**src/hdl/assert_macros.svh**
```systemverilog
// Assertion macros shared by the blend core.
`ifndef ASSERT_MACROS_SVH
`define ASSERT_MACROS_SVH

// Same-cycle implication, disabled while reset is high.
`define ASSERT_IMPLIES(label, clk, rst, lhs, rhs, msg) \
  label: assert property (@(posedge clk) disable iff (rst) (lhs) |-> (rhs)) else $error(msg);

// Next-cycle implication, disabled while reset is high.
`define ASSERT_NEXT(label, clk, rst, lhs, rhs, msg) \
  label: assert property (@(posedge clk) disable iff (rst) (lhs) |=> (rhs)) else $error(msg);

`endif

```
**src/hdl/pua_pkg.sv**
```systemverilog
// Shared types and constants for the pixel unpack and alpha blend core.
package pua_pkg;

  // Configuration register indexes
  localparam logic [2:0] REG_BLEND_OP          = 3'd0;
  localparam logic [2:0] REG_DEST_FORMAT       = 3'd1;
  localparam logic [2:0] REG_DEST_RGB_ORDER    = 3'd2;
  localparam logic [2:0] REG_DEST_NO_ALPHA     = 3'd3;
  localparam logic [2:0] REG_DEST_SHIFT_CONVERT = 3'd4;

  // Blend operation codes with special meaning
  localparam logic [6:0] BLEND_OP_PASS_A    = 7'd8;
  localparam logic [6:0] BLEND_OP_PASS_B    = 7'd16;
  localparam logic [6:0] BLEND_OP_PREMULT_A = 7'd40;
  localparam logic [6:0] BLEND_OP_PREMULT_B = 7'd81;

  typedef struct packed {
    logic [6:0] blend_op;
    logic [4:0] dest_format;
    logic       dest_rgb_order;
    logic       dest_no_alpha;
    logic       dest_shift_convert;
  } cfg_t;

  typedef enum logic [1:0] {
    MODE_ALPHA,
    MODE_PREMULT,
    MODE_PASS
  } blend_mode_t;

endpackage

```
**src/hdl/pua_cfg_regs.sv**
```systemverilog
// Configuration register file for the blend core.
module pua_cfg_regs (
  input  logic              clk,
  input  logic              rst,
  input  logic              cfg_valid,
  output logic              cfg_ready,
  input  logic [2:0]        cfg_index,
  input  logic [6:0]        cfg_data,
  output pua_pkg::cfg_t     cfg
);

  assign cfg_ready = 1'b1;

  always_ff @(posedge clk) begin
    if (rst) begin
      cfg <= '0;
    end else if (cfg_valid) begin
      case (cfg_index)
        pua_pkg::REG_BLEND_OP:           cfg.blend_op           <= cfg_data;
        pua_pkg::REG_DEST_FORMAT:        cfg.dest_format        <= cfg_data[4:0];
        pua_pkg::REG_DEST_RGB_ORDER:     cfg.dest_rgb_order     <= cfg_data[0];
        pua_pkg::REG_DEST_NO_ALPHA:      cfg.dest_no_alpha      <= cfg_data[0];
        pua_pkg::REG_DEST_SHIFT_CONVERT: cfg.dest_shift_convert <= cfg_data[0];
        default: begin
          // drop writes outside the register list
        end
      endcase
    end
  end

endmodule

```
**src/hdl/pua_unpack.sv**
```systemverilog
// Destination pixel unpack to four 8-bit components.
module pua_unpack (
  input  pua_pkg::cfg_t cfg,
  input  logic [31:0]   raw_pixel,
  output logic [31:0]   dest_unpacked
);

  localparam logic [4:0] FMT_8888      = 5'd0;
  localparam logic [4:0] FMT_5551      = 5'd1;
  localparam logic [4:0] FMT_4444      = 5'd2;
  localparam logic [4:0] FMT_332       = 5'd5;
  localparam logic [4:0] FMT_332_HI    = 5'd6;
  localparam logic [4:0] FMT_2321      = 5'd9;
  localparam logic [4:0] FMT_2321_HI   = 5'd10;
  localparam logic [4:0] FMT_232_OFS   = 5'd11;
  localparam logic [4:0] FMT_232_OFS_HI = 5'd12;
  localparam logic [4:0] FMT_5551_HI   = 5'd13;
  localparam logic [4:0] FMT_GREY8     = 5'd14;
  localparam logic [4:0] FMT_GREY4     = 5'd15;
  localparam logic [4:0] FMT_565       = 5'd16;
  localparam logic [4:0] FMT_565_HI    = 5'd17;

  localparam logic [6:0] OFFSET_332 = 7'd64;

  typedef enum logic [1:0] {
    KIND_FIELDS,
    KIND_GREY8,
    KIND_GREY4,
    KIND_RAW
  } kind_t;

  // Take a field and widen it to 8 bits, by replication or zero fill.
  function automatic logic [7:0] widen(logic [31:0] v, logic [3:0] width,
                                       logic [4:0] pos, logic zero_fill);
    logic [31:0] shifted;
    logic [7:0]  field;
    logic [7:0]  aligned;
    logic [7:0]  o;
    int          i;
    shifted = v >> pos;
    field   = shifted[7:0] & 8'((9'd1 << width) - 9'd1);
    aligned = field << (4'd8 - width);
    o       = aligned;
    if (!zero_fill) begin
      for (i = 1; i < 8; i++) begin
        if (i * int'(width) < 8) begin
          o = o | (aligned >> (i * int'(width)));
        end
      end
    end
    return o;
  endfunction

  logic [3:0]  rw, gw, bw, aw;
  logic [4:0]  up;
  logic        off;
  kind_t       kind;
  logic [31:0] v;
  logic [6:0]  v_ofs;
  logic [7:0]  r, g, b, a;
  logic [4:0]  r_pos, g_pos, b_pos, a_pos;
  logic [7:0]  grey;

  always_comb begin
    rw = 4'd0; gw = 4'd0; bw = 4'd0; aw = 4'd0;
    up = 5'd0; off = 1'b0; kind = KIND_FIELDS;
    case (cfg.dest_format)
      FMT_8888:       begin rw = 4'd8; gw = 4'd8; bw = 4'd8; aw = 4'd8; end
      FMT_5551:       begin rw = 4'd5; gw = 4'd5; bw = 4'd5; aw = 4'd1; end
      FMT_5551_HI:    begin rw = 4'd5; gw = 4'd5; bw = 4'd5; aw = 4'd1; up = 5'd16; end
      FMT_4444:       begin rw = 4'd4; gw = 4'd4; bw = 4'd4; aw = 4'd4; end
      FMT_332:        begin rw = 4'd3; gw = 4'd3; bw = 4'd2; end
      FMT_332_HI:     begin rw = 4'd3; gw = 4'd3; bw = 4'd2; up = 5'd8; end
      FMT_2321:       begin rw = 4'd2; gw = 4'd3; bw = 4'd2; aw = 4'd1; end
      FMT_2321_HI:    begin rw = 4'd2; gw = 4'd3; bw = 4'd2; aw = 4'd1; up = 5'd8; end
      FMT_232_OFS:    begin rw = 4'd2; gw = 4'd3; bw = 4'd2; off = 1'b1; end
      FMT_232_OFS_HI: begin rw = 4'd2; gw = 4'd3; bw = 4'd2; up = 5'd8; off = 1'b1; end
      FMT_565:        begin rw = 4'd5; gw = 4'd6; bw = 4'd5; end
      FMT_565_HI:     begin rw = 4'd5; gw = 4'd6; bw = 4'd5; up = 5'd16; end
      FMT_GREY8:      kind = KIND_GREY8;
      FMT_GREY4:      kind = KIND_GREY4;
      default:        kind = KIND_RAW;
    endcase

    v     = raw_pixel >> up;
    v_ofs = v[6:0] - OFFSET_332;
    if (off) begin
      v = {25'd0, v_ofs};
    end

    if (cfg.dest_rgb_order) begin
      b_pos = 5'd0;
      g_pos = {1'b0, bw};
      r_pos = 5'({1'b0, bw} + {1'b0, gw});
    end else begin
      r_pos = 5'd0;
      g_pos = {1'b0, rw};
      b_pos = 5'({1'b0, rw} + {1'b0, gw});
    end
    a_pos = 5'({1'b0, rw} + {1'b0, gw} + {1'b0, bw});

    r = widen(v, rw, r_pos, cfg.dest_shift_convert);
    g = widen(v, gw, g_pos, cfg.dest_shift_convert);
    b = widen(v, bw, b_pos, cfg.dest_shift_convert);
    if (cfg.dest_no_alpha || aw == 4'd0) begin
      a = 8'hff;
    end else begin
      a = widen(v, aw, a_pos, cfg.dest_shift_convert);
    end

    // 4-bit grey index times 17 is the nibble repeated
    grey = (kind == KIND_GREY4) ? {raw_pixel[3:0], raw_pixel[3:0]} : raw_pixel[7:0];

    case (kind)
      KIND_FIELDS:            dest_unpacked = {a, b, g, r};
      KIND_GREY8, KIND_GREY4: dest_unpacked = {8'hff, grey, grey, grey};
      default:                dest_unpacked = raw_pixel;
    endcase
  end

endmodule

```
**src/hdl/pua_weight.sv**
```systemverilog
// Per-channel weighting products for the blend.
module pua_weight (
  input  pua_pkg::blend_mode_t mode,
  input  logic [31:0]          src,
  input  logic [31:0]          dst,
  output logic [3:0][15:0]     num,
  output logic [3:0][7:0]      addend
);

  logic [7:0] as;
  logic [7:0] inv_as;

  assign as     = src[31:24];
  assign inv_as = 8'hff - as;

  always_comb begin
    for (int ch = 0; ch < 4; ch++) begin
      if (mode == pua_pkg::MODE_PREMULT) begin
        num[ch]    = 16'(dst[ch*8 +: 8]) * 16'(inv_as);
        addend[ch] = src[ch*8 +: 8];
      end else begin
        num[ch]    = 16'(16'(src[ch*8 +: 8]) * 16'(as) + 16'(dst[ch*8 +: 8]) * 16'(inv_as));
        addend[ch] = 8'd0;
      end
    end
  end

endmodule

```
**src/hdl/pua_scale.sv**
```systemverilog
// Divide by 255, add the premultiplied term and saturate each channel; in pass mode the source goes through unchanged.
module pua_scale (
  input  pua_pkg::blend_mode_t mode,
  input  logic [31:0]          src,
  input  logic [3:0][15:0]     num,
  input  logic [3:0][7:0]      addend,
  output logic [31:0]          result
);

  logic [3:0][16:0] t;
  logic [3:0][9:0]  sum;

  always_comb begin
    for (int ch = 0; ch < 4; ch++) begin
      // x / 255 == (x + (x >> 8) + 1) >> 8 across the 16-bit range used here
      t[ch]   = 17'(num[ch]) + 17'(num[ch] >> 8) + 17'd1;
      sum[ch] = 10'(t[ch][16:8]) + 10'(addend[ch]);
      result[ch*8 +: 8] = (sum[ch] > 10'd255) ? 8'hff : sum[ch][7:0];
    end
    if (mode == pua_pkg::MODE_PASS) begin
      result = src;
    end
  end

endmodule

```
**src/hdl/pixel_unpack_alpha_blend_core.sv**
```systemverilog
// Top level of the pixel unpack and alpha blend core.
// Takes one source colour and one raw destination pixel per transaction and
// returns one blended colour, red in bits 7..0 through alpha in bits 31..24.
// Throughput is one transaction per clock while the output is not stalled;
// an accepted input reaches the output through the two register stages, the
// input register and output register, with the unpack, the per-channel 8x8
// multipliers, the divide by 255 and the saturation all between them. The
// core holds at most two transactions: while a finished result waits on the
// output it still accepts one more into the input register, then in_ready
// drops until the output is taken (in_ready follows out_ready in the same
// cycle). No state is kept between pixels and there is no clearing pass
// after reset. Configuration writes are always taken (cfg_ready is tied
// high); change registers only while no transaction is in flight, since the
// live register values steer the datapath.
`include "assert_macros.svh"

module pixel_unpack_alpha_blend_core (
  input  logic        clk,
  input  logic        rst,
  // configuration write channel
  input  logic        cfg_valid,
  output logic        cfg_ready,
  input  logic [2:0]  cfg_index,
  input  logic [6:0]  cfg_data,
  // input channel
  input  logic        in_valid,
  output logic        in_ready,
  input  logic [31:0] source_color,
  input  logic [31:0] dest_pixel,
  // output channel
  output logic        out_valid,
  input  logic        out_ready,
  output logic [31:0] blended_color
);

  pua_pkg::cfg_t cfg;

  pua_cfg_regs u_cfg (
    .clk       (clk),
    .rst       (rst),
    .cfg_valid (cfg_valid),
    .cfg_ready (cfg_ready),
    .cfg_index (cfg_index),
    .cfg_data  (cfg_data),
    .cfg       (cfg)
  );

  // Stage occupancy and flow: a stage opens when empty or when it drains
  logic a_valid;
  logic a_open, c_open;

  assign c_open   = !out_valid || out_ready;
  assign a_open   = !a_valid || c_open;
  assign in_ready = a_open;

  // Input register
  logic [31:0] a_src, a_dst;

  always_ff @(posedge clk) begin
    if (rst) begin
      a_valid <= 1'b0;
    end else if (a_open) begin
      a_valid <= in_valid;
    end
    if (a_open && in_valid) begin
      a_src <= source_color;
      a_dst <= dest_pixel;
    end
  end

  // Decode the blend rule from the operation code
  pua_pkg::blend_mode_t mode;

  always_comb begin
    if (cfg.blend_op == pua_pkg::BLEND_OP_PASS_A || cfg.blend_op == pua_pkg::BLEND_OP_PASS_B) begin
      mode = pua_pkg::MODE_PASS;
    end else if (cfg.blend_op == pua_pkg::BLEND_OP_PREMULT_A ||
                 cfg.blend_op == pua_pkg::BLEND_OP_PREMULT_B) begin
      mode = pua_pkg::MODE_PREMULT;
    end else begin
      mode = pua_pkg::MODE_ALPHA;
    end
  end

  // Unpack the destination and form the channel products
  logic [31:0]      dst_unpacked;
  logic [3:0][15:0] num;
  logic [3:0][7:0]  addend;

  pua_unpack u_unpack (
    .cfg           (cfg),
    .raw_pixel     (a_dst),
    .dest_unpacked (dst_unpacked)
  );

  pua_weight u_weight (
    .mode   (mode),
    .src    (a_src),
    .dst    (dst_unpacked),
    .num    (num),
    .addend (addend)
  );

  // Scale, saturate and hold the result until the transaction completes
  logic [31:0] result;
  logic        c_load;

  pua_scale u_scale (
    .mode   (mode),
    .src    (a_src),
    .num    (num),
    .addend (addend),
    .result (result)
  );

  assign c_load = c_open && a_valid;

  always_ff @(posedge clk) begin
    if (rst) begin
      out_valid <= 1'b0;
    end else if (c_open) begin
      out_valid <= a_valid;
    end
    if (c_load) begin
      blended_color <= result;
    end
  end

  // A pass-through item leaves with its source colour untouched
  `ASSERT_NEXT(a_pass_through, clk, rst,
               c_load && mode == pua_pkg::MODE_PASS,
               blended_color == $past(a_src),
               "pass-through result differs from source")
  // A stalled input stage keeps its item
  `ASSERT_NEXT(a_input_hold, clk, rst,
               a_valid && !c_open,
               a_valid && $stable(a_src) && $stable(a_dst),
               "input stage lost or changed a stalled item")
  // No result appears without an item in the input stage
  `ASSERT_NEXT(a_no_phantom, clk, rst,
               !a_valid && !out_valid,
               !out_valid,
               "result offered with no item in flight")

endmodule

```
**config.mk**
```make
export PLATFORM = sky130hd
export DESIGN_NAME = pixel_unpack_alpha_blend_core
export DESIGN_NICKNAME = d
export VERILOG_FILES = /design/src/hdl/pua_pkg.sv /design/src/hdl/pua_cfg_regs.sv /design/src/hdl/pua_unpack.sv /design/src/hdl/pua_weight.sv /design/src/hdl/pua_scale.sv /design/src/hdl/pixel_unpack_alpha_blend_core.sv
export VERILOG_INCLUDE_DIRS = /design/src /design/src/hdl
export SDC_FILE = /design/constraint.sdc
export NUM_CORES = 2
export LEC_CHECK = 0
export ABC_AREA = 0
export ABC_CLOCK_PERIOD_IN_PS = 16300
export BUFFER_PORTS_ARGS = -buffer_cell sky130_fd_sc_hd__buf_2
export CAP_MARGIN = 20
export CORE_ASPECT_RATIO = 1.75
export CORE_UTILIZATION = 45
export CTS_BUF_LIST = sky130_fd_sc_hd__clkbuf_16
export DETAILED_ROUTE_END_ITERATION = 10
export HOLD_SLACK_MARGIN = 0.05
export PLACE_DENSITY = 0.62
export SYNTH_ARGS = -nofsm -noshare
export SYNTH_HDL_FRONTEND = slang
export SYNTH_HIERARCHICAL = 1
export SYNTH_SLANG_ARGS = --single-unit
```
**constraint.sdc**
```tcl
create_clock -name clk -period 16.3 [get_ports clk]
set_clock_uncertainty 0.15 [all_clocks]
set_input_delay 2.445 -clock clk [delete_from_list [all_inputs] [get_ports clk]]
set_output_delay 2.445 -clock clk [all_outputs]
set_load 0.02 [all_outputs]
```
# == Yosys cells after proc, flatten, opt, wreduce, memory -nomap -nowiden ==
# Index checks and enable logic that the tools add are counted.
# word_totals
input_bits,79
word_cells,314
ff_bits,113
out_inout_bits,35
# classes
eq_ne,25
magnitude_cmp,32
n_shift,41
bitwise_logic,32
mul,24
mux,91
reduce_logical,30
addsub,29
# ops
op,count
$mux W8,72
$lt A32 B5 Y1 const B,16
$shr A8 B32 Y8,16
$or A8 B8 Y8,28
$mul A8 B8 Y16,8
$shr A32 B5 Y8,3
$add A16 B8 Y17,4
$add A17 B1 Y17 const B,4
$add A16 B16 Y16,4
$mux W16,4
$mux W32,2
$pmux W32 S2,1
$mul A3 B4 Y7 const A,8
$mul A2 B4 Y6 const A,8
$add A9 B8 Y10,4
$gt A10 B8 Y1 const B,4
$pmux W4 S5,2
$eq A5 B4 Y1 const B,7
$and A8 B8 Y8,4
$shl A1 B4 Y8 const A,4
$shl A8 B4 Y8,4
$shr A32 B4 Y8,1
$shr A32 B5 Y32,1
$shr A8 B4 Y8,4
other kinds (45),91

# == Depth between registers and ports, before layout ==
# logic_depth
word_depth,48
ltp_mapped,73
mapped_depth_nobuf,66

# == Cells and area by module ==
# Netlist, hierarchy kept.
# by_module_without_submodules
mod,cells_each,instances,area_per_inst_um2
pua_weight,2314,1,18811.8
pua_unpack,2177,1,14431.3
pixel_unpack_alpha_blend_core,113,1,3034.2
pua_scale,377,1,2902.8
pua_cfg_regs,63,1,694.4

# == Worst setup path before layout ==
# No wires, ideal clock.
# synth_path
kind,reg2reg
start,"reg, netlist name u_cfg/cfg[3]"
end,reg blended_color[29] (data pin)
stages_incl_launch_ff,63
setup_time_ns,0.256
required_time_ns,15.894
synth_period_minus_slack_ns,16.447
path_slack_ns,-0.147
arrival_time_ns,16.040
path_cell_list,dfxtp_1 buf_2 buf_4 buf_6 or2_2 a21oi_1 a311oi_2 inv_2 buf_2 buf_1 buf_1 nand2_1 fa_1 xnor2_1 inv_1 clkbuf_1 ha_1 a21oi_1 (+27 left out) o21a_1 o31a_1 nor4_1 o21a_1 o21ai_1 mux2i_1 xnor3_1 ha_1 o211ai_1 a21oi_1 nand3_1 xnor2_1 ha_1 and3_1 a221oi_1 o2111a_1 o21ai_2 o22a_1
# synth_rtl
element,line_no,rtl
to (signal assigned),pixel_unpack_alpha_blend_core.sv:125,blended_color <= result;
to (decl),pixel_unpack_alpha_blend_core.sv:33,output logic [31:0] blended_color

==> impl_metrics.yaml <==
outcome:
  status: "finished clean"
clocking:
  cts-root-buf: "clkbuf_16"
  path_clk_slew_ns: 0.07
  numClockSinks: 113
  ctsHoldBuffers: 0
  clock_latency_ns: 0.51
  cts_buffers: 17
  htree_num_levels: 4
  cts_tree: "yes"
  clockBufferDepth: 2
route:
  wl_per_cell_um: 27.4
  drt-pass1-iter-count: 6
  drt-total-wl_um: 182000
  via_count: 41200
  drt_iter0_drc: 3019
  drc_errors: 0
  postRouteAntennaNets: 0
  vias_per_cell: 6.22
global_routing:
  grt_pass1_wl_um: 267000
  antenna_found_initial: 10
  grt_max_degree: 65
  grt_overflow: 0
  grt_usage: 0.405
  grt_pass1_vias: 42100
setup_path:
  crit_start: "u_cfg/cfg[7]$_SDFFE_PP0P_"
  crit_slowest_cell: "a2bb2oi_1"
  cp.arrival_ns: 15.84
  reg2reg_from: "u_cfg/cfg[7]$_SDFFE_PP0P_"
  endpoint_kind: "flop"
  timing.setup.critical_path_class: "flop to flop"
  worst_path_most_repeated_cell: "fa_1"
  timing.critical_path.buf_inv: 10
  required_ns: 16.39
  cp_max_fo: 32
  crit_path_start_kind: "flop"
  cpPeakStageDelay_ns: 0.71
  critPathTopFamily: "compound AO/OA/AOI/OAI gates"
synth:
  synth.most_common_cell: "inv_1"
  synth_edf_count: 96
  synth_ff_type: "edfxtp_1"
  synth_warnings: 6
  synth_area_leaders: "fa_1, ha_1, edfxtp_1, inv_1, nand2_1"
  synth_top_area_share: 0.180
  synth_top_cell_by_area: "fa_1"
  synthArstFlopShare: 0
  avgSynthCellArea_sq_um: 7.91
  synth.top_cells.by_count: "inv_1, nand2_1, ha_1"
  ys_seq_elements: 113
  synthCells: 5044
  ys_seq_area_frac: 0.0808
  synth_area_sq_um: 39900
  synth_cell_types: 152
placement:
  dpl.hpwl_um: 142000
  dp_cells: 6558
  dpl_cell_area_sq_um: 44600
  io_buffers: 112
  globalplace.congestion: 1.10
cells_and_area:
  final_area_sq_um: 46000
  stdcell_count: 6621
  drive_above_1_share: 0.176
  multi_input_area_sq_um: 33600
  area_growth_pct: 15.4
  final_core_util: 0.523
  fillCellCount: 8726
  final_nets: 6287
  regArea_sq_um: 3230
job:
  max_cap_viol_count: 0
timing:
  slew_headroom: 0.198
  tightest_slew_ns: 1.20
  rsz0062_at_grt: "yes"
  fin_crit_ns: 15.76
  finalCritPeriodShare: 0.967
  setup_viol: 0
  tns_ns: 0
  final_hold_viol_count: 0
  fmax_mhz: 63.5
  slew_viol_final: 0
floorplan:
  die_x_um: 227
  io_pins: 114
  die-area_sq_um: 89900
  core.rowCount: 144
  core-area_sq_um: 87900
  fp.dieH_um: 396
  start_util: 0.454
worst_hold_path:
  hold_class: "flop to flop"
  min_from: "a_valid$_SDFFE_PP0P_"
-- placed cells by master (no fill, tap or decap), types with 96 or more instances in the layout --
cell,n
nor2_1,338
nor2b_1,198
a21oi_1,247
buf_4,517
nand2_1,464
inv_1,636
and2_1,163
ha_1,419
nand2b_1,123
xnor2_1,103
buf_2,112
fa_1,356
o21ai_0,180
nand3_1,112
edfxtp_1,96
-- flip-flops by register name, indices dropped and copies added (netlist names) --
name	flops
blended_color	32
a_dst	32
out_valid	1
a_valid	1
u_cfg/cfg	15
a_src	32
-- final cells by class --
type	count	area share
Clock inverter	15	0.00432
Sequential cell	113	0.0703
Tap cell	1168	0.0318
Antenna cell	10	0.000544
Inverter	648	0.0530
Clock buffer	17	0.00925
Multi-Input combinational cell	4007	0.730
Timing Repair Buffer	643	0.101
-- cell families (layout without fill, tap and decap cells) --
logic type | Yosys count | count (layout) | synth area share
AO/OA/AOI/OAI | 1193 | 1193 | 0.212
XOR/XNOR | 167 | 167 | 0.0381
adder cells (fa/ha/maj) | 778 | 778 | 0.312
buffers and inverters | 927 | 1323 | 0.0915
flip-flops | 113 | 113 | 0.0808
multiplexers | 117 | 117 | 0.0389
other | 2 | 15 | 0.000188
AND/OR/NAND/NOR | 1747 | 1747 | 0.227
-- per-layer routing --
metal | GRT usage | routed length [um] | vias to the layer above
li1 | - | - | 18300
met1 | 0.384 | 59300 | 20200
met2 | 0.708 | 90000 | 1806
met3 | 0.0794 | 10800 | 818
met4 | 0.405 | 21600 | 4
met5 | 0 | 23 | -
-- stage by stage --
stage                     hold slack, ns  setup slack (ns)
after detailed placement           0.305           -0.0750
after CTS                          0.313            0.0665
after global routing               0.362            -0.116
after global placement             0.294             0.111
final                              0.311             0.541
after floorplan                    0.278             0.158
-- worst paths after layout --
check,endpoint,slack [ns],depth (start not counted)
hold reg to reg,out_valid$_SDFFE_PP0P_,0.31,2
setup / recovery,blended_color[4]$_DFFE_PP_,0.54,57
hold / removal,out_valid$_SDFFE_PP0P_,0.31,2
setup reg to reg,blended_color[4]$_DFFE_PP_,0.54,57
-- worst reg2reg max path: cells and delay by family (launching register included) --
family	cells	cell delay, ns
compound gates	22	5.60
xor+xnor	2	0.25
buf+inv	10	1.16
flops	1	0.48
fa+ha+maj	13	5.38
mux	1	0.32
simple gates	9	2.20
-- repair_timing --
item                                    CTS  global route
pin swaps                                 1            22
gates cloned                              0             1
endpoints found under the setup margin    7            32
setup buffers                             1            14
resized for setup                         2           106
Power is left out: the tool's default activity adds up to more than one toggle a clock period on the data nets, which glitch-free logic cannot reach.
